$ cat config.mk
export PLATFORM = sky130hd
export DESIGN_NAME = qsgf_ctrl
export DESIGN_NICKNAME = d
export VERILOG_FILES = /design/src/rtl/qsgf_pkg.sv /design/src/rtl/qsgf_ctrl.sv
export SDC_FILE = /design/constraint.sdc
export NUM_CORES = 1
export LEC_CHECK = 0
export BUFFER_PORTS_ARGS = -buffer_cell sky130_fd_sc_hd__buf_2
export CAP_MARGIN = 10
export CORE_MARGIN = 3
export CORE_UTILIZATION = 25
export CTS_BUF_LIST = sky130_fd_sc_hd__clkbuf_16
export CTS_CLUSTER_SIZE = 20
export DETAILED_ROUTE_END_ITERATION = 8
export PLACE_DENSITY_LB_ADDON = 0.25
export REMOVE_ABC_BUFFERS = 1
export SLEW_MARGIN = 20
export SYNTH_ARGS = -nofsm -noshare
export SYNTH_HDL_FRONTEND = slang
export SYNTH_SLANG_ARGS = --single-unit
$ cat constraint.sdc
create_clock -name clk -period 2.5 [get_ports clk]
set_clock_uncertainty 0.2 [all_clocks]
set_input_delay 0.125 -clock clk [delete_from_list [all_inputs] [get_ports clk]]
set_output_delay 0.125 -clock clk [all_outputs]
set_load 0.02 [all_outputs]
$ cat src/rtl/qsgf_pkg.sv
// Package of the quaternion sample glitch filter: widths, commands, status and helpers.
package qsgf_pkg;

	localparam int unsigned DIV_STEPS   = 59;
	localparam int unsigned SQRT_STEPS  = 31;
	localparam int unsigned COS_TERMS   = 6;
	localparam int unsigned ANGLE_LIMBS = 4;
	localparam int unsigned COS_LIMBS   = 2;

	localparam logic [32:0] ONE_Q28     = 33'd268435456;
	localparam logic [29:0] ONE_Q29     = 30'd536870912;
	localparam logic [58:0] HALF_PI_Q29 = 59'd843314857;

	// Division by a small constant runs on 16-bit limbs: the quotient digit is the limb value
	// times ceil(2^32 / divisor), shifted down by 32.
	localparam logic [7:0]  RATE_DIV       = 8'd125;
	localparam logic [31:0] RATE_DIV_MAGIC = 32'd34359739;

	typedef enum logic [2:0] {
		REG_BASE_ANGLE  = 3'd0,
		REG_RATE_GAIN   = 3'd1,
		REG_NORM_LOW    = 3'd2,
		REG_NORM_HIGH   = 3'd3,
		REG_RENORM_TOL  = 3'd4,
		REG_DT_MIN      = 3'd5,
		REG_DT_MAX      = 3'd6,
		REG_CONSEC_LIM  = 3'd7
	} reg_idx_t;

	typedef enum logic [1:0] {
		VERDICT_ACCEPT   = 2'd0,
		VERDICT_REUSED   = 2'd1,
		VERDICT_NORM_REJ = 2'd2,
		VERDICT_JUMP_REJ = 2'd3
	} verdict_t;

	typedef enum logic [4:0] {
		OP_NONE,
		OP_LOAD,
		OP_SQ_MUL,
		OP_ACC,
		OP_NCHK,
		OP_SQRT_STEP,
		OP_DIVQ_LOAD,
		OP_DIV_STEP,
		OP_QWR,
		OP_DOT_MUL,
		OP_DOT_FIN,
		OP_GM1,
		OP_GM2,
		OP_GDIV_LOAD,
		OP_MFIN,
		OP_X2_MUL,
		OP_X2_WR,
		OP_C_MUL,
		OP_CDIV_LOAD,
		OP_CW,
		OP_DECIDE,
		OP_FIN,
		OP_LIMB_MUL,
		OP_LIMB_WR
	} op_t;

	typedef struct packed {
		op_t        op;
		logic [1:0] idx;
		logic [2:0] k;
		logic       in_ready;
	} cmd_t;

	typedef struct packed {
		logic in_valid;
		logic norm_ok;
		logic need_renorm;
		logic skip_jump;
		logic out_busy;
	} status_t;

	function automatic logic [15:0] abs16(input logic signed [15:0] v);
		abs16 = v[15] ? 16'(-v) : 16'(v);
	endfunction

	function automatic logic [7:0] cos_div(input logic [2:0] k);
		case (k)
			3'd0: cos_div = 8'd132;
			3'd1: cos_div = 8'd90;
			3'd2: cos_div = 8'd56;
			3'd3: cos_div = 8'd30;
			3'd4: cos_div = 8'd12;
			3'd5: cos_div = 8'd2;
			default: cos_div = 8'd2;
		endcase
	endfunction

	function automatic logic [31:0] cos_magic(input logic [2:0] k);
		case (k)
			3'd0: cos_magic = 32'd32537632;
			3'd1: cos_magic = 32'd47721859;
			3'd2: cos_magic = 32'd76695845;
			3'd3: cos_magic = 32'd143165577;
			3'd4: cos_magic = 32'd357913942;
			3'd5: cos_magic = 32'd2147483648;
			default: cos_magic = 32'd2147483648;
		endcase
	endfunction

endpackage

$ cat src/rtl/qsgf_ctrl.sv
// Controller of the filter: steps the datapath through norm, renormalize, dot, angle and cosine.
module qsgf_ctrl
	import qsgf_pkg::*;
(
	input  logic    clk,
	input  logic    arst_n,
	input  status_t status,
	output cmd_t    cmd
);

	typedef enum logic [25:0] {
		S_IDLE = 26'd1 << 0,
		S_SQM  = 26'd1 << 1,
		S_SQA  = 26'd1 << 2,
		S_NCHK = 26'd1 << 3,
		S_SQRT = 26'd1 << 4,
		S_DVL  = 26'd1 << 5,
		S_QDIV = 26'd1 << 6,
		S_QWR  = 26'd1 << 7,
		S_DOTM = 26'd1 << 8,
		S_DOTA = 26'd1 << 9,
		S_DOTF = 26'd1 << 10,
		S_GM1  = 26'd1 << 11,
		S_GM2  = 26'd1 << 12,
		S_GDL  = 26'd1 << 13,
		S_GLM  = 26'd1 << 14,
		S_MFIN = 26'd1 << 15,
		S_X2M  = 26'd1 << 16,
		S_X2W  = 26'd1 << 17,
		S_CM   = 26'd1 << 18,
		S_CDL  = 26'd1 << 19,
		S_CLM  = 26'd1 << 20,
		S_CW   = 26'd1 << 21,
		S_DEC  = 26'd1 << 22,
		S_FIN  = 26'd1 << 23,
		S_GLW  = 26'd1 << 24,
		S_CLW  = 26'd1 << 25
	} state_t;

	state_t     state_q, state_d;
	logic [1:0] idx_q, idx_d;
	logic [5:0] cnt_q, cnt_d;
	logic [2:0] k_q, k_d;

	always_comb begin
		state_d = state_q;
		idx_d   = idx_q;
		cnt_d   = cnt_q;
		k_d     = k_q;
		cmd.op       = OP_NONE;
		cmd.idx      = idx_q;
		cmd.k        = k_q;
		cmd.in_ready = 1'b0;
		case (state_q)
			S_IDLE: begin
				cmd.op       = OP_LOAD;
				cmd.in_ready = 1'b1;
				idx_d        = '0;
				if (status.in_valid) begin
					state_d = S_SQM;
				end
			end
			S_SQM: begin
				cmd.op  = OP_SQ_MUL;
				state_d = S_SQA;
			end
			S_SQA: begin
				cmd.op = OP_ACC;
				idx_d  = idx_q + 2'd1;
				state_d = (idx_q == 2'd3) ? S_NCHK : S_SQM;
			end
			S_NCHK: begin
				cmd.op = OP_NCHK;
				idx_d  = '0;
				cnt_d  = '0;
				if (!status.norm_ok) begin
					state_d = S_FIN;
				end else if (status.need_renorm) begin
					state_d = S_SQRT;
				end else begin
					state_d = S_DOTM;
				end
			end
			S_SQRT: begin
				cmd.op = OP_SQRT_STEP;
				cnt_d  = cnt_q + 6'd1;
				if (cnt_q == 6'(SQRT_STEPS - 1)) begin
					state_d = S_DVL;
				end
			end
			S_DVL: begin
				cmd.op  = OP_DIVQ_LOAD;
				cnt_d   = '0;
				state_d = S_QDIV;
			end
			S_QDIV: begin
				cmd.op = OP_DIV_STEP;
				cnt_d  = cnt_q + 6'd1;
				if (cnt_q == 6'(DIV_STEPS - 1)) begin
					state_d = S_QWR;
				end
			end
			S_QWR: begin
				cmd.op  = OP_QWR;
				idx_d   = idx_q + 2'd1;
				state_d = (idx_q == 2'd3) ? S_DOTM : S_DVL;
			end
			S_DOTM: begin
				cmd.op  = OP_DOT_MUL;
				state_d = S_DOTA;
			end
			S_DOTA: begin
				cmd.op  = OP_ACC;
				idx_d   = idx_q + 2'd1;
				state_d = (idx_q == 2'd3) ? S_DOTF : S_DOTM;
			end
			S_DOTF: begin
				cmd.op  = OP_DOT_FIN;
				state_d = S_GM1;
			end
			S_GM1: begin
				cmd.op  = OP_GM1;
				state_d = S_GM2;
			end
			S_GM2: begin
				cmd.op  = OP_GM2;
				state_d = S_GDL;
			end
			S_GDL: begin
				cmd.op  = OP_GDIV_LOAD;
				cnt_d   = '0;
				state_d = S_GLM;
			end
			S_GLM: begin
				cmd.op  = OP_LIMB_MUL;
				state_d = S_GLW;
			end
			S_GLW: begin
				cmd.op = OP_LIMB_WR;
				cnt_d  = cnt_q + 6'd1;
				state_d = (cnt_q == 6'(ANGLE_LIMBS - 1)) ? S_MFIN : S_GLM;
			end
			S_MFIN: begin
				cmd.op  = OP_MFIN;
				state_d = S_X2M;
			end
			S_X2M: begin
				cmd.op  = OP_X2_MUL;
				k_d     = '0;
				state_d = status.skip_jump ? S_DEC : S_X2W;
			end
			S_X2W: begin
				cmd.op  = OP_X2_WR;
				state_d = S_CM;
			end
			S_CM: begin
				cmd.op  = OP_C_MUL;
				state_d = S_CDL;
			end
			S_CDL: begin
				cmd.op  = OP_CDIV_LOAD;
				cnt_d   = '0;
				state_d = S_CLM;
			end
			S_CLM: begin
				cmd.op  = OP_LIMB_MUL;
				state_d = S_CLW;
			end
			S_CLW: begin
				cmd.op = OP_LIMB_WR;
				cnt_d  = cnt_q + 6'd1;
				state_d = (cnt_q == 6'(COS_LIMBS - 1)) ? S_CW : S_CLM;
			end
			S_CW: begin
				cmd.op  = OP_CW;
				k_d     = k_q + 3'd1;
				state_d = (k_q == 3'(COS_TERMS - 1)) ? S_DEC : S_CM;
			end
			S_DEC: begin
				cmd.op  = OP_DECIDE;
				state_d = S_FIN;
			end
			S_FIN: begin
				if (!status.out_busy) begin
					cmd.op  = OP_FIN;
					state_d = S_IDLE;
				end
			end
			default: state_d = S_IDLE;
		endcase
	end

	always_ff @(posedge clk or negedge arst_n) begin
		if (!arst_n) begin
			state_q <= S_IDLE;
			idx_q   <= '0;
			cnt_q   <= '0;
			k_q     <= '0;
		end else begin
			state_q <= state_d;
			idx_q   <= idx_d;
			cnt_q   <= cnt_d;
			k_q     <= k_d;
		end
	end

endmodule

* After elaboration in Yosys (flattened, before gate mapping)
Index checks and enable logic that the tools add are counted.
** Storage, ports and cells
- Output and inout bits :: 11
- Bits in read-only memories :: 0
- Memories :: 0
- Latch bits :: 0
- Register bits :: 37
- Input bits :: 7
- Memory bits (writable) :: 0
** Operators by class
- Equal/unequal tests :: 36
- $add $sub $neg :: 3
- Shift operators :: 0
- Div/mod/pow operators :: 0
- Multipliers :: 0
- Bitwise operators :: 0
- Magnitude comparators :: 0
- Muxes and demuxes :: 20
- Reduce and logical (&&, ||, !) cells :: 11
** Operators by type and width (number)
- $pmux 26 s26 :: 1
- $pmux 5 s23 :: 1
- $mux 26 :: 4
- $mux 23 :: 2
- $eq 26x1->1 const B :: 1
- $eq 26x10->1 const B :: 1
- $eq 26x11->1 const B :: 1
- $eq 26x12->1 const B :: 1
- $eq 26x13->1 const B :: 1
- $eq 26x14->1 const B :: 1
- $eq 26x15->1 const B :: 1
- $eq 26x16->1 const B :: 1
- $eq 26x17->1 const B :: 1
- $eq 26x18->1 const B :: 1
- $eq 26x19->1 const B :: 1
- $eq 26x2->1 const B :: 1
- $eq 26x20->1 const B :: 1
- $eq 26x21->1 const B :: 1
- $eq 26x22->1 const B :: 1
- $eq 26x23->1 const B :: 1
- $eq 26x24->1 const B :: 1
- $eq 26x25->1 const B :: 1
- $eq 26x26->1 const B :: 1
- $eq 26x3->1 const B :: 1
- other kinds (32) :: 42

* Depth between registers and ports, before layout
Gate-level depths: netlist of run 1.
- Depth after elaboration :: 3
- Gate-level depth with buffers :: 8
- Mapped depth without buffers :: 8

* Least setup slack after synthesis of run 1
OpenSTA, ideal clock, no wires.
- Kind :: flip-flop to output port
- From :: register state_q[13]
- To :: output port cmd[6] in the netlist's numbering
- Arrival :: 2.193 ns
- Path slack :: -0.018 ns
- Path buffers :: 1
- Stages on the path, launching flop included :: 7
- Path through :: dfrtp_1 > nor4_4 > nand4_2 > buf_2 > nor3_1 > nor2_1 > nand3_1
** RTL lines
- start: declaration :: line qsgf_ctrl.sv:40 : state_t state_q, state_d;
- start signal: assignment :: line qsgf_ctrl.sv:200 : state_q <= state_d;
- end: declaration :: line qsgf_ctrl.sv:8 : output cmd_t cmd

==> results.rst, run 1 <==
.. list-table::
   :header-rows: 1

   * - Metric
     - Value
   * - Aggregate global-route resource usage
     - 14.0%
   * - Pin slew with the least headroom to its limit
     - 909 ps
   * - CP arrival
     - 2430 ps
   * - Detailed-route via count
     - 2336
   * - CP bufs+invs
     - 3
   * - Synthesized instance count
     - 256
   * - RSZ-0062 raised after global routing
     - true
   * - Post-Route Utilization
     - 37.7%
   * - Endpoint type of the worst setup path
     - output port
   * - Starting utilization of the core area
     - 25.8%
   * - Ratio of total power to cell area
     - 696 nW/um2
   * - Setup slack of the critical path after layout
     - -256 ps
   * - Insertion delay of the later-clocked pin in the worst-skew pair
     - 290 ps
   * - Status
     - complete, but fails checks
   * - Reg2Reg Launch Point
     - state_q[1]$_DFFE_PN0P_
   * - Drt initial violations
     - 207
   * - Violations in the final reports
     - negative setup slack
   * - Number of unique standard cell types used by synthesis
     - 54
   * - Final slew viol count
     - 0
   * - Maximum cell stage delay along the critical path
     - 480 ps
   * - Clock Root Buffer
     - clkbuf_16
   * - TritonCTS sink count
     - 37
   * - Maximum buffer depth of the clock tree
     - 2
   * - Worst slew margin
     - 39.4%
   * - Die W
     - 104 um
   * - Largest net degree at the start of global routing
     - 38
   * - Number of non-filler instances in the completed layout
     - 476
   * - Leakage
     - 1.62 nW
   * - Area of the core
     - 9240 um2
   * - Count of nets left with antenna violations after detail routing
     - 0
   * - PortBufs
     - 17
   * - Total placed cells including tap cells
     - 458
   * - Number of optimization iterations in the first detailed-route pass
     - 4
   * - Vias in the first global route
     - 2297
   * - Mean post-synth cell area
     - 9.32 um2
   * - Clock tree from TritonCTS
     - built
   * - Final hold slack
     - 55.3 ps
   * - Critical path origin
     - state_q[1]$_DFFE_PN0P_
   * - Sequential element share of the synthesized area
     - 38.9%
   * - Internal power of the cells
     - 1.67 mW
   * - Cell Chain, Critical Path
     - nor4_4 -> buf_4 -> nand2_2 -> buf_4 -> nor3_1 -> nor3_1 -> nand2_1 -> or4b_4 -> buf_6
   * - Design Area, Final
     - 3480 um2
   * - Die footprint
     - 10700 um2
   * - Class of the most critical hold timing path
     - in -> reg
   * - Portion of total power attributed to combinational logic
     - 38.1%
   * - Number of flops mapped to enable cells by yosys
     - 0
   * - Ports
     - 18
   * - Wire length per cell after detailed routing
     - 15.4 um
   * - Post-place setup slack
     - -21.4 ps
   * - Share of flip-flops with an asynchronous set or reset after synthesis
     - 100%
   * - Wire length of the first global-routing pass
     - 12.0 mm
   * - Layout cells sized above 1
     - 38.6%
   * - Total routed wirelength
     - 7.32 mm
   * - Part of the total power dissipated in sequential elements
     - 27.7%
   * - Final period utilization
     - 110%
   * - Master of the slowest instance on the critical path
     - nor4_4
   * - Power dissipated by switching net loads
     - 0.750 mW
   * - Startpoint of the tightest hold check path
     - status[4]
   * - Minimum clock period after layout
     - 2760 ps
   * - Total number of yosys warnings
     - 0
   * - Setup_tns
     - -952 ps
   * - Via count normalized by instance count
     - 4.91
   * - Clock-pin slew on the worst setup and hold paths
     - 60 ps
   * - Critical path peak fanout
     - 5
   * - Clock share of power
     - 34.2%
   * - Overflow after GRT
     - 0
   * - Endpoints failing hold
     - 0
   * - Peak VDD IR
     - 0.000386 V
   * - Kind of cell with the highest combined delay on the critical path
     - simple AND/OR/NAND/NOR gates
   * - Diode count
     - 0
   * - Antenna violations before repair
     - 0
   * - Final Power
     - 2.42 mW
   * - Filler cells
     - 950
   * - CTS buffer count
     - 5
   * - Number of register bits inferred by synthesis
     - 37
   * - Count of H-tree levels built during CTS
     - 2
   * - Most used DFF post-synth
     - dfrtp_1
   * - Switching share of power
     - 31.0%
   * - Final number of setup-violating endpoints
     - 9
   * - Row count
     - 35
   * - Placed inst area
     - 3070 um2
   * - Worst setup path class
     - reg -> out
   * - F_max
     - 363 MHz
   * - Die H
     - 104 um
   * - Number of nets in the final layout
     - 359
   * - Critical Path Source Type
     - flip-flop
   * - Combined area of all synthesized cells
     - 2380 um2
   * - DRC Markers
     - 0
   * - Area growth from synthesis to final layout
     - 46.0%
   * - Placer's final routability congestion estimate
     - 0.828
   * - Required arrival time at the worst endpoint
     - 2170 ps
   * - Reported max-cap violation count
     - 0
   * - Placed wire-length estimate after detailed placement
     - 5.56 mm
==> cell type report <==
cell class	instances	area (um2)	area share, %
Multi-Input combinational cell	200	1480	42.6
Clock buffer	5	125	3.59
Clock inverter	3	65.1	1.87
Inverter	13	48.8	1.40
Tap cell	129	161	4.64
Timing Repair Buffer	89	669	19.2
Sequential cell	37	930	26.7
==> final timing paths <==
check                                          end  slack [ps]  cells after the start
max reg2reg                 state_q[0]$_DFFE_PN1P_         -70                     11
max in group asynchronous  state_q[16]$_DFFE_PN0P_        1160                      2
min reg2reg                   idx_q[0]$_DFFE_PN0P_         300                      1
min                         state_q[0]$_DFFE_PN1P_          60                      4
min in group asynchronous   state_q[1]$_DFFE_PN0P_         320                      2
max                                         cmd[7]        -260                      9
==> metal layers <==
layer	vias to the layer above	part of all wire [%]	GRT usage, %
li1	1143	-	-
met1	1137	48	18.9
met5	-	0	0
met3	8	3.1	2.18
met4	0	1.6	4.56
met2	48	47	22.9
==> cell families (layout without fill, tap and decap cells) <==
| family | after synthesis | after routing | synth area share [%] |
|---|---|---|---|
| AO/OA/AOI/OAI | 38 | 38 | 10.2 |
| XOR/XNOR | 6 | 6 | 2.20 |
| adder cells (fa/ha/maj) | 6 | 6 | 3.15 |
| buffers and inverters | 19 | 110 | 3.51 |
| flip-flops | 37 | 37 | 38.9 |
| AND/OR/NAND/NOR | 150 | 150 | 42.0 |
==> power by group through the flow <==
stage | clock [mW] | sequential (mW) | combinational (mW)
2_1_floorplan | 0 | 0.709 | 0.391
6_report | 0.829 | 0.670 | 0.923
4_1_cts | 0.844 | 0.670 | 0.889
3_5_place_dp | 0 | 0.682 | 0.799
5_1_grt | 0.870 | 0.673 | 1.01
3_3_place_gp | 0 | 0.680 | 0.792
==> registers in the layout (all words and copies together), names as in the netlist <==
| register | count |
|---|---|
| state_q | 26 |
| cnt_q | 6 |
| k_q | 3 |
| idx_q | 2 |
==> layout by cell type, fill, tap and decap left out, types with 4 or more instances in the layout <==
master / synthesis / final
nand3_1: 9 / 9
nor3_1: 18 / 12
nor3_2: 3 / 9
a21oi_1: 6 / 6
nand3b_1: 7 / 7
nor4_4: 6 / 7
buf_2: 3 / 13
buf_4: 0 / 68
ha_1: 6 / 6
dlygate4sd3_1: 0 / 4
nor4_1: 13 / 10
nand4_1: 7 / 7
nor4b_1: 7 / 7
nand2_1: 20 / 19
o21ai_1: 3 / 4
dfrtp_1: 36 / 34
inv_1: 13 / 13
clkbuf_16: 0 / 5
or3_1: 5 / 4
nor2_1: 23 / 21
o21ai_0: 14 / 13
xnor2_1: 5 / 5
==> tightest hold or removal path: cells and delay by family <==
family / cells / cell delay, ps
buf+inv: 2 / 230
compound gates: 1 / 70
simple gates: 1 / 120
==> synthesized netlist by cell type (all sizes together), types with 3 or more instances <==
cell type	number	area [um2]
dfrtp	36	901
nor2	23	86.3
nand2	21	81.3
nor3	21	120
nor4	20	221
o21ai	17	85.1
inv	13	48.8
nand3	9	45.0
nand4	9	68.8
nand3b	8	63.8
nor4b	8	85.1
a21oi	6	30.0
ha	6	75.1
or3	6	42.5
xnor2	5	43.8
buf	4	26.3
nor2b	4	27.5
nand2b	3	18.8
nand4b	3	26.3
or2	3	18.8
==> what timing repair did <==
action | CTS | global route
resized for setup | 18 | 12
endpoints found under the setup margin | 6 | 15
pin swaps | 5 | 0
hold buffers | 4 | 0
endpoints found under the hold margin | 40 | 0
buffers inserted | 6 | 0
(Power assumes the default switching activity.)
==> run 2: changes to the inputs <==
- ABC_AREA: not set -> 1
==> run 2 against run 1 <==
The run now ends clean. Synthesized area rose by 4.6%. Setup slack improved by 360 ps. Core utilization fell by 4.2 points. Clock-buffer cell count did not move. Critical path depth rose by 2. Sequential power fell by 1%. Via count rose by 4.2%.
==> results.rst, run 2 <==
.. list-table::
   :header-rows: 1

   * - Metric
     - Value
   * - Switching share of power
     - 33.7% (was 31.0%)
   * - Final slew viol count
     - 0 (unchanged)
   * - Pin slew with the least headroom to its limit
     - 865 ps (was 909 ps)
   * - Diode count
     - 0 (unchanged)
   * - Top register by number of flip-flops
     - state_q (unchanged)
   * - Ratio of total power to cell area
     - 606 nW/um2 (was 696 nW/um2)
   * - Largest regs
     - state_q x26, cnt_q x6, k_q x3 (unchanged)
   * - Endpoints failing hold
     - 0 (unchanged)
   * - Aggregate global-route resource usage
     - 12.7% (was 14.0%)
   * - Critical Path Source Type
     - flip-flop (unchanged)
   * - Clock tree from TritonCTS
     - built (unchanged)
   * - Clock share of power
     - 36.8% (was 34.2%)
   * - Most used DFF post-synth
     - dfrtp_1 (unchanged)
   * - Post-place setup slack
     - 176 ps (was -21.4 ps)
   * - Worst r2r path cells
     - 8 (was 11)
   * - Ports
     - 18 (unchanged)
   * - Die W
     - 106 um (was 104 um)
   * - Reg2reg setup slack
     - 230 ps (was -70 ps)
   * - Via count normalized by instance count
     - 4.42 (was 4.91)
   * - Die H
     - 106 um (was 104 um)
   * - Number of flops mapped to enable cells by yosys
     - 0 (unchanged)
   * - Detailed-route via count
     - 2433 (was 2336)
   * - Clock-pin slew on the worst setup and hold paths
     - 50 ps (was 60 ps)
   * - CP arrival
     - 2070 ps (was 2430 ps)
   * - Worst setup path class
     - reg -> out (unchanged)
   * - Area growth from synthesis to final layout
     - 27.0% (was 46.0%)
   * - Internal power of the cells
     - 1.27 mW (was 1.67 mW)
   * - Cell type contributing the most total cell area after synthesis
     - dfrtp_1 (unchanged)
   * - Drt initial violations
     - 135 (was 207)
   * - Register cell area after layout
     - 927 um2 (was 930 um2)
   * - Area of the core
     - 9460 um2 (was 9240 um2)
   * - Total area of multi-input combinational cells
     - 1440 um2 (was 1480 um2)
   * - Mean post-synth cell area
     - 6.58 um2 (was 9.32 um2)
   * - PortBufs
     - 17 (unchanged)
   * - Critical path origin
     - state_q[11]$_DFFE_PN0P_ (was state_q[1]$_DFFE_PN0P_)
   * - Required arrival time at the worst endpoint
     - 2170 ps (about the same)
   * - Combined area of all synthesized cells
     - 2490 um2 (was 2380 um2)
   * - Placed inst area
     - 2750 um2 (was 3070 um2)
   * - Status
     - complete, no violations (was complete, but fails checks)
   * - Part of the total power dissipated in sequential elements
     - 34.4% (was 27.7%)
   * - Reported max-cap violation count
     - 0 (unchanged)
   * - Clock Root Buffer
     - clkbuf_16 (unchanged)
   * - Post-synthesis compound-gate area fraction
     - 3.71% (was 10.2%)
   * - Reg2Reg Launch Point
     - state_q[20]$_DFFE_PN0P_ (was state_q[1]$_DFFE_PN0P_)
   * - Top post-synthesis cells by area
     - dfrtp_1 (36%), nand2_1 (14%), nor2_1 (13%), inv_1 (8.3%), nand3_1 (6.0%) (was dfrtp_1 (38%), nor4_4 (5.4%), nor3_1 (3.8%), nor2_1 (3.6%), nor4_1 (3.4%))
   * - Final number of setup-violating endpoints
     - 0 (was 9)
   * - Overflow after GRT
     - 0 (unchanged)
   * - Proportion of netlist area held by the largest area contributor
     - 36.1% (was 37.8%)
   * - TritonCTS sink count
     - 37 (unchanged)
   * - Insertion delay of the later-clocked pin in the worst-skew pair
     - 280 ps (was 290 ps)
   * - Multiplexer area fraction after synthesis
     - 0% (unchanged)
   * - Most frequently used cell type in the post-synthesis netlist
     - nand2_1 (was dfrtp_1)
   * - Synthesized instance count
     - 379 (was 256)
   * - Layout cells sized above 1
     - 17.8% (was 38.6%)
   * - Critical path peak fanout
     - 12 (was 5)
   * - Share of flip-flops with an asynchronous set or reset after synthesis
     - 100% (unchanged)
   * - F_max
     - 418 MHz (was 363 MHz)
   * - Number of flip-flops in the largest register
     - 26 (unchanged)
   * - Endpoint type of the worst setup path
     - output port (unchanged)
   * - Main combinational cell family by area after synthesis
     - simple AND/OR/NAND/NOR gates (unchanged)
   * - Adder and majority gate portion of the synthesized area
     - 3.01% (was 3.15%)
   * - Count of nets left with antenna violations after detail routing
     - 0 (unchanged)
   * - Leading cell types by count after synthesis
     - nand2_1 (93), nor2_1 (88), inv_1 (55) (was dfrtp_1 (36), nor2_1 (23), nand2_1 (20))
   * - Number of nets in the final layout
     - 434 (was 359)
   * - Largest net degree at the start of global routing
     - 38 (unchanged)
   * - Post-synthesis share of cell area spent on and, or, nand and nor gates
     - 45.4% (was 42.0%)
   * - Class of the most critical hold timing path
     - in -> async (was in -> reg)
   * - Leading cell type in the layout, fill and taps excluded
     - nand2_1 (was buf_4)
   * - Total routed wirelength
     - 6.61 mm (was 7.32 mm)
   * - Critical path endpoint
     - cmd[6] (was cmd[7])
   * - Starting utilization of the core area
     - 26.4% (was 25.8%)
   * - Design Area, Final
     - 3170 um2 (was 3480 um2)
   * - Count of H-tree levels built during CTS
     - 2 (unchanged)
   * - Number of optimization iterations in the first detailed-route pass
     - 4 (unchanged)
   * - Setup slack of the critical path after layout
     - 108 ps (was -256 ps)
   * - CTS buffer count
     - 5 (unchanged)
   * - Leakage
     - 1.70 nW (was 1.62 nW)
   * - Maximum buffer depth of the clock tree
     - 2 (unchanged)
   * - Total number of yosys warnings
     - 0 (unchanged)
   * - Endpoint of the worst-slack reg-to-reg timing path
     - state_q[4]$_DFFE_PN0P_ (was state_q[0]$_DFFE_PN1P_)
   * - Wire length of the first global-routing pass
     - 11.6 mm (was 12.0 mm)
   * - Portion of total power attributed to combinational logic
     - 28.8% (was 38.1%)
   * - DRC Markers
     - 0 (unchanged)
   * - Placed wire-length estimate after detailed placement
     - 5.10 mm (was 5.56 mm)
   * - Antenna violations before repair
     - 0 (unchanged)
   * - Number of register bits inferred by synthesis
     - 37 (unchanged)
   * - Filler cells
     - 1033 (was 950)
   * - Worst slew margin
     - 42.3% (was 39.4%)
   * - Die footprint
     - 11200 um2 (was 10700 um2)
   * - Row count
     - 35 (unchanged)
   * - Placer's final routability congestion estimate
     - 0.898 (was 0.828)
   * - Power dissipated by switching net loads
     - 0.647 mW (was 0.750 mW)
   * - Wire length per cell after detailed routing
     - 12.0 um (was 15.4 um)
   * - Final period utilization
     - 95.7% (was 110%)
   * - XOR/XNOR share of the synthesized area
     - 1.40% (was 2.20%)
   * - Sequential element share of the synthesized area
     - 37.2% (was 38.9%)
   * - Minimum clock period after layout
     - 2390 ps (was 2760 ps)
   * - Top library cells by usage in the layout, fill and taps aside
     - nand2_1 (90), nor2_1 (78), inv_1 (55) (was buf_4 (68), dfrtp_1 (34), nor2_1 (21))
   * - Number of unique standard cell types used by synthesis
     - 29 (was 54)
   * - Vias in the first global route
     - 2401 (was 2297)
   * - Peak VDD IR
     - 0.000262 V (was 0.000386 V)
run 2: stage by stage:
stage	setup TNS [ps]	hold slack (ps)	power (mW)	utilization, %	instances
after floorplan	0	-371	1.01	-	378
after global placement	0	87.7	1.15	29.1	527
after detailed placement	0	93.9	1.15	29.1	527
after CTS	0	316	1.88	31.8	542
after global routing	-15.1	361	2.04	33.5	551
final	0	303	1.92	33.5	551
run 2: critical path, stage by stage, from the launching register on:
cell     delay, ps
dfrtp_1        410
nor2_1         150
nand2_1        130
nor2_4         160
buf_12         130
nand2_8         80
nor3_4         220
nor2_1         100
inv_1           80
nor2_1          50
nand3_1        100
buf_2          180
run 2: timing repair:
| action | CTS | global route |
|---|---|---|
| pin swaps | 0 | 6 |
| buffers inserted | 0 | 9 |
| hold buffers | 7 | 0 |
| hold endpoints to repair | 42 | 0 |
| gates resized for setup | 5 | 22 |
| endpoints found under the setup margin | 4 | 6 |
run 2: final cells by class:
class | instances | share of cell area (%)
multi-input combinational | 282 | 45.3
sequential | 37 | 29.3
timing repair buffer | 36 | 8.13
inverter | 59 | 7.07
tap | 129 | 5.09
clock buffer | 5 | 3.95
clock inverter | 3 | 1.18
run 2: routing by layer:
layer	part of all wire, %	vias to the layer above	GRT usage, %
met1	48	1118	17.8
met4	0.67	0	1.94
li1	-	1263	-
met2	47	45	20.6
met5	0	-	0
met3	4.2	7	2.55
run 2: worst min-delay path by stage:
stage                                   to  slack [ps]  depth (start not counted)
CTS                   idx_q[1]$_DFFE_PN0P_         320                          2
finish              state_q[8]$_DFFE_PN0P_         300                          2
global route          idx_q[1]$_DFFE_PN0P_         360                          2
floorplan             cnt_q[0]$_DFFE_PN0P_        -370                          0
global placement    state_q[8]$_DFFE_PN0P_          90                          1
detailed placement  state_q[8]$_DFFE_PN0P_          90                          1
run 2: power groups by stage:
stage	combinational (mW)	clock [mW]	sequential (mW)
floorplan	0.329	0	0.677
global placement	0.485	0	0.670
detailed placement	0.485	0	0.670
CTS	0.511	0.713	0.659
global route	0.626	0.745	0.667
finish	0.553	0.707	0.661
run 2: kinds of logic (layout without fill, tap and decap cells):
group | after synthesis | count (layout)
AND/OR/NAND/NOR | 256 | 256
buffers and inverters | 60 | 103
flip-flops | 37 | 37
AO/OA/AOI/OAI | 16 | 16
adder cells (fa/ha/maj) | 6 | 6
XOR/XNOR | 4 | 4
==> run 3: changes to the inputs <==
- CORE_UTILIZATION: 25 -> 60
==> run 3 against run 2 <==
Setup slack worse by 97 ps. Clock-buffer cell count did not move. Flip-flop and latch count is the same. Core utilization increased by 44 points. Design area decreased by 6.1%. First-iteration DRC count increased by 110%. Via count increased by 5.5%. Worst hold slack worse by 26 ps. Sequential power is 1% higher. Final cell count is 16% lower. Critical path type unchanged.
==> results.rst, run 3 (synthesized netlist as in run 2, its figures left out) <==
.. list-table::
   :header-rows: 1

   * - Metric
     - Value
   * - CP arrival
     - 2160 ps (was 2070 ps)
   * - Placed wire-length estimate after detailed placement
     - 4.72 mm (was 5.10 mm)
   * - Total placed cells including tap cells
     - 446 (was 527)
   * - Peak VDD IR
     - 0.000433 V (was 0.000262 V)
   * - Endpoints failing hold
     - 0 (unchanged)
   * - Via count normalized by instance count
     - 5.52 (was 4.42)
   * - Row count
     - 22 (was 35)
   * - Number of optimization iterations in the first detailed-route pass
     - 5 (was 4)
   * - Post-Route Utilization
     - 77.8% (was 33.5%)
   * - Critical Path Source Type
     - flip-flop (unchanged)
   * - Area of the core
     - 3830 um2 (was 9460 um2)
   * - Top register by number of flip-flops
     - state_q (unchanged)
   * - F_max
     - 402 MHz (was 418 MHz)
   * - Number of flip-flops in the largest register
     - 26 (unchanged)
   * - Placer's final routability congestion estimate
     - 0.980 (was 0.898)
   * - Clock-pin slew on the worst setup and hold paths
     - 50 ps (about the same)
   * - DRC Markers
     - 0 (unchanged)
   * - Leading cell type in the layout, fill and taps excluded
     - nand2_1 (unchanged)
   * - Design Area, Final
     - 2980 um2 (was 3170 um2)
   * - Final slew viol count
     - 0 (unchanged)
   * - Wire length of the first global-routing pass
     - 10.7 mm (was 11.6 mm)
   * - Final period utilization
     - 99.6% (was 95.7%)
   * - Diode count
     - 0 (unchanged)
   * - Insertion delay of the later-clocked pin in the worst-skew pair
     - 280 ps (about the same)
   * - Drt initial violations
     - 282 (was 135)
   * - Worst slew margin
     - 46.5% (was 42.3%)
   * - Power dissipated by switching net loads
     - 0.646 mW (was 0.647 mW)
   * - Overflow after GRT
     - 0 (unchanged)
   * - Die footprint
     - 4970 um2 (was 11200 um2)
   * - Count of nets left with antenna violations after detail routing
     - 0 (unchanged)
   * - Endpoint type of the worst setup path
     - output port (unchanged)
   * - Number of non-filler instances in the completed layout
     - 465 (was 551)
   * - Area growth from synthesis to final layout
     - 19.3% (was 27.0%)
   * - Required arrival time at the worst endpoint
     - 2170 ps (about the same)
   * - Clock share of power
     - 31.9% (was 36.8%)
   * - Largest net degree at the start of global routing
     - 38 (unchanged)
   * - Antenna violations before repair
     - 0 (unchanged)
   * - Detailed-route via count
     - 2566 (was 2433)
   * - PortBufs
     - 17 (unchanged)
   * - Portion of total power attributed to combinational logic
     - 31.2% (was 28.8%)
   * - Clock tree from TritonCTS
     - built (unchanged)
   * - Internal power of the cells
     - 1.17 mW (was 1.27 mW)
   * - Maximum buffer depth of the clock tree
     - 2 (unchanged)
   * - Leakage
     - 1.66 nW (was 1.70 nW)
   * - Count of H-tree levels built during CTS
     - 2 (unchanged)
   * - Clock Root Buffer
     - clkbuf_16 (unchanged)
   * - Vias in the first global route
     - 2402 (was 2401)
   * - Number of nets in the final layout
     - 430 (was 434)
   * - Switching share of power
     - 35.6% (was 33.7%)
   * - Largest regs
     - state_q x26, cnt_q x6, k_q x3 (unchanged)
   * - Reported max-cap violation count
     - 0 (unchanged)
   * - Die W
     - 70.5 um (was 106 um)
   * - Wire length per cell after detailed routing
     - 14.1 um (was 12.0 um)
   * - Class of the most critical hold timing path
     - in -> async (unchanged)
   * - Starting utilization of the core area
     - 65.2% (was 26.4%)
   * - Die H
     - 70.5 um (was 106 um)
   * - Total routed wirelength
     - 6.56 mm (was 6.61 mm)
   * - Layout cells sized above 1
     - 15.3% (was 17.8%)
   * - Aggregate global-route resource usage
     - 27.4% (was 12.7%)
   * - Ratio of total power to cell area
     - 609 nW/um2 (was 606 nW/um2)
   * - Final Power
     - 1.81 mW (was 1.92 mW)
   * - CTS buffer count
     - 5 (unchanged)
   * - TritonCTS sink count
     - 37 (unchanged)
   * - Ports
     - 18 (unchanged)
   * - Pin slew with the least headroom to its limit
     - 803 ps (was 865 ps)
   * - Part of the total power dissipated in sequential elements
     - 36.9% (was 34.4%)
   * - Status
     - complete, no violations (unchanged)
   * - Worst setup path class
     - reg -> out (unchanged)
   * - Minimum clock period after layout
     - 2490 ps (was 2390 ps)
   * - Setup_tns
     - 0 ps (unchanged)
   * - Placed inst area
     - 2650 um2 (was 2750 um2)
   * - Top library cells by usage in the layout, fill and taps aside
     - nand2_1 (92), nor2_1 (80), inv_1 (56) (was nand2_1 (90), nor2_1 (78), inv_1 (55))
   * - Final number of setup-violating endpoints
     - 0 (unchanged)
   * - Critical path peak fanout
     - 12 (unchanged)
==> run 3: layer usage <==
metal,global-route usage (%),up-vias,share of wire [%]
li1,-,1258,-
met3,3.88,26,6.1
met4,14.5,0,3.1
met5,0,-,0
met2,44.8,112,50
met1,34.7,1170,40
==> run 3: power groups by stage <==
stage / combinational [mW] / sequential (mW) / clock [mW]
2_1_floorplan: 0.329 / 0.677 / 0
3_5_place_dp: 0.499 / 0.670 / 0
4_1_cts: 0.520 / 0.660 / 0.585
6_report: 0.565 / 0.669 / 0.578
3_3_place_gp: 0.484 / 0.668 / 0
5_1_grt: 0.636 / 0.674 / 0.609
==> run 3: repair_timing <==
action | in CTS | in global routing
resized for setup | 2 | 17
hold buffers | 7 | 0
cloned | 0 | 0
pin swaps | 0 | 5
setup buffers | 0 | 5
endpoints found under the setup margin | 5 | 6
endpoints found under the hold margin | 42 | 0
==> run 3: critical path: stages (launching register included) <==
cell and delay [ps]:
dfstp_2 550, nor2_4 40, nand2_1 100, nor2_4 70, nand2_4 180, nor3_4 80
nor2_1 210, inv_1 100, nor2_1 210, nand4_1 150, buf_2 180
==> run 3: path summary, 6_finish.rpt <==
check / start / end / slack (ps) / cells after the start
setup / recovery: state_q[0]$_DFFE_PN1P_ / cmd[10] / 10 / 10
hold / removal: arst_n / cnt_q[3]$_DFFE_PN0P_ / 280 / 2
setup reg to reg: state_q[23]$_DFFE_PN0P_ / state_q[4]$_DFFE_PN0P_ / 120 / 8
hold reg to reg: idx_q[1]$_DFFE_PN0P_ / idx_q[1]$_DFFE_PN0P_ / 300 / 2
max in group asynchronous: arst_n / state_q[4]$_DFFE_PN0P_ / 1320 / 2
min in group clk: idx_q[1]$_DFFE_PN0P_ / idx_q[1]$_DFFE_PN0P_ / 300 / 2
==> run 3: final cells by class <==
type / instances / area, um2
multi-input combinational: 282 / 1400
tap: 48 / 60.1
clock buffer: 5 / 125
fill: 285 / 851
timing repair buffer: 32 / 228
inverter: 59 / 224
clock inverter: 2 / 7.51
sequential: 37 / 927
==> run 3: through the flow <==
| stage | hold WS [ps] | setup WS, ps |
|---|---|---|
| after floorplan | -371 | 573 |
| after global placement | 47.5 | 304 |
| after detailed placement | 57.4 | 288 |
| after CTS | 299 | -6.77 |
| after global routing | 319 | -112 |
| final | 277 | 11.0 |
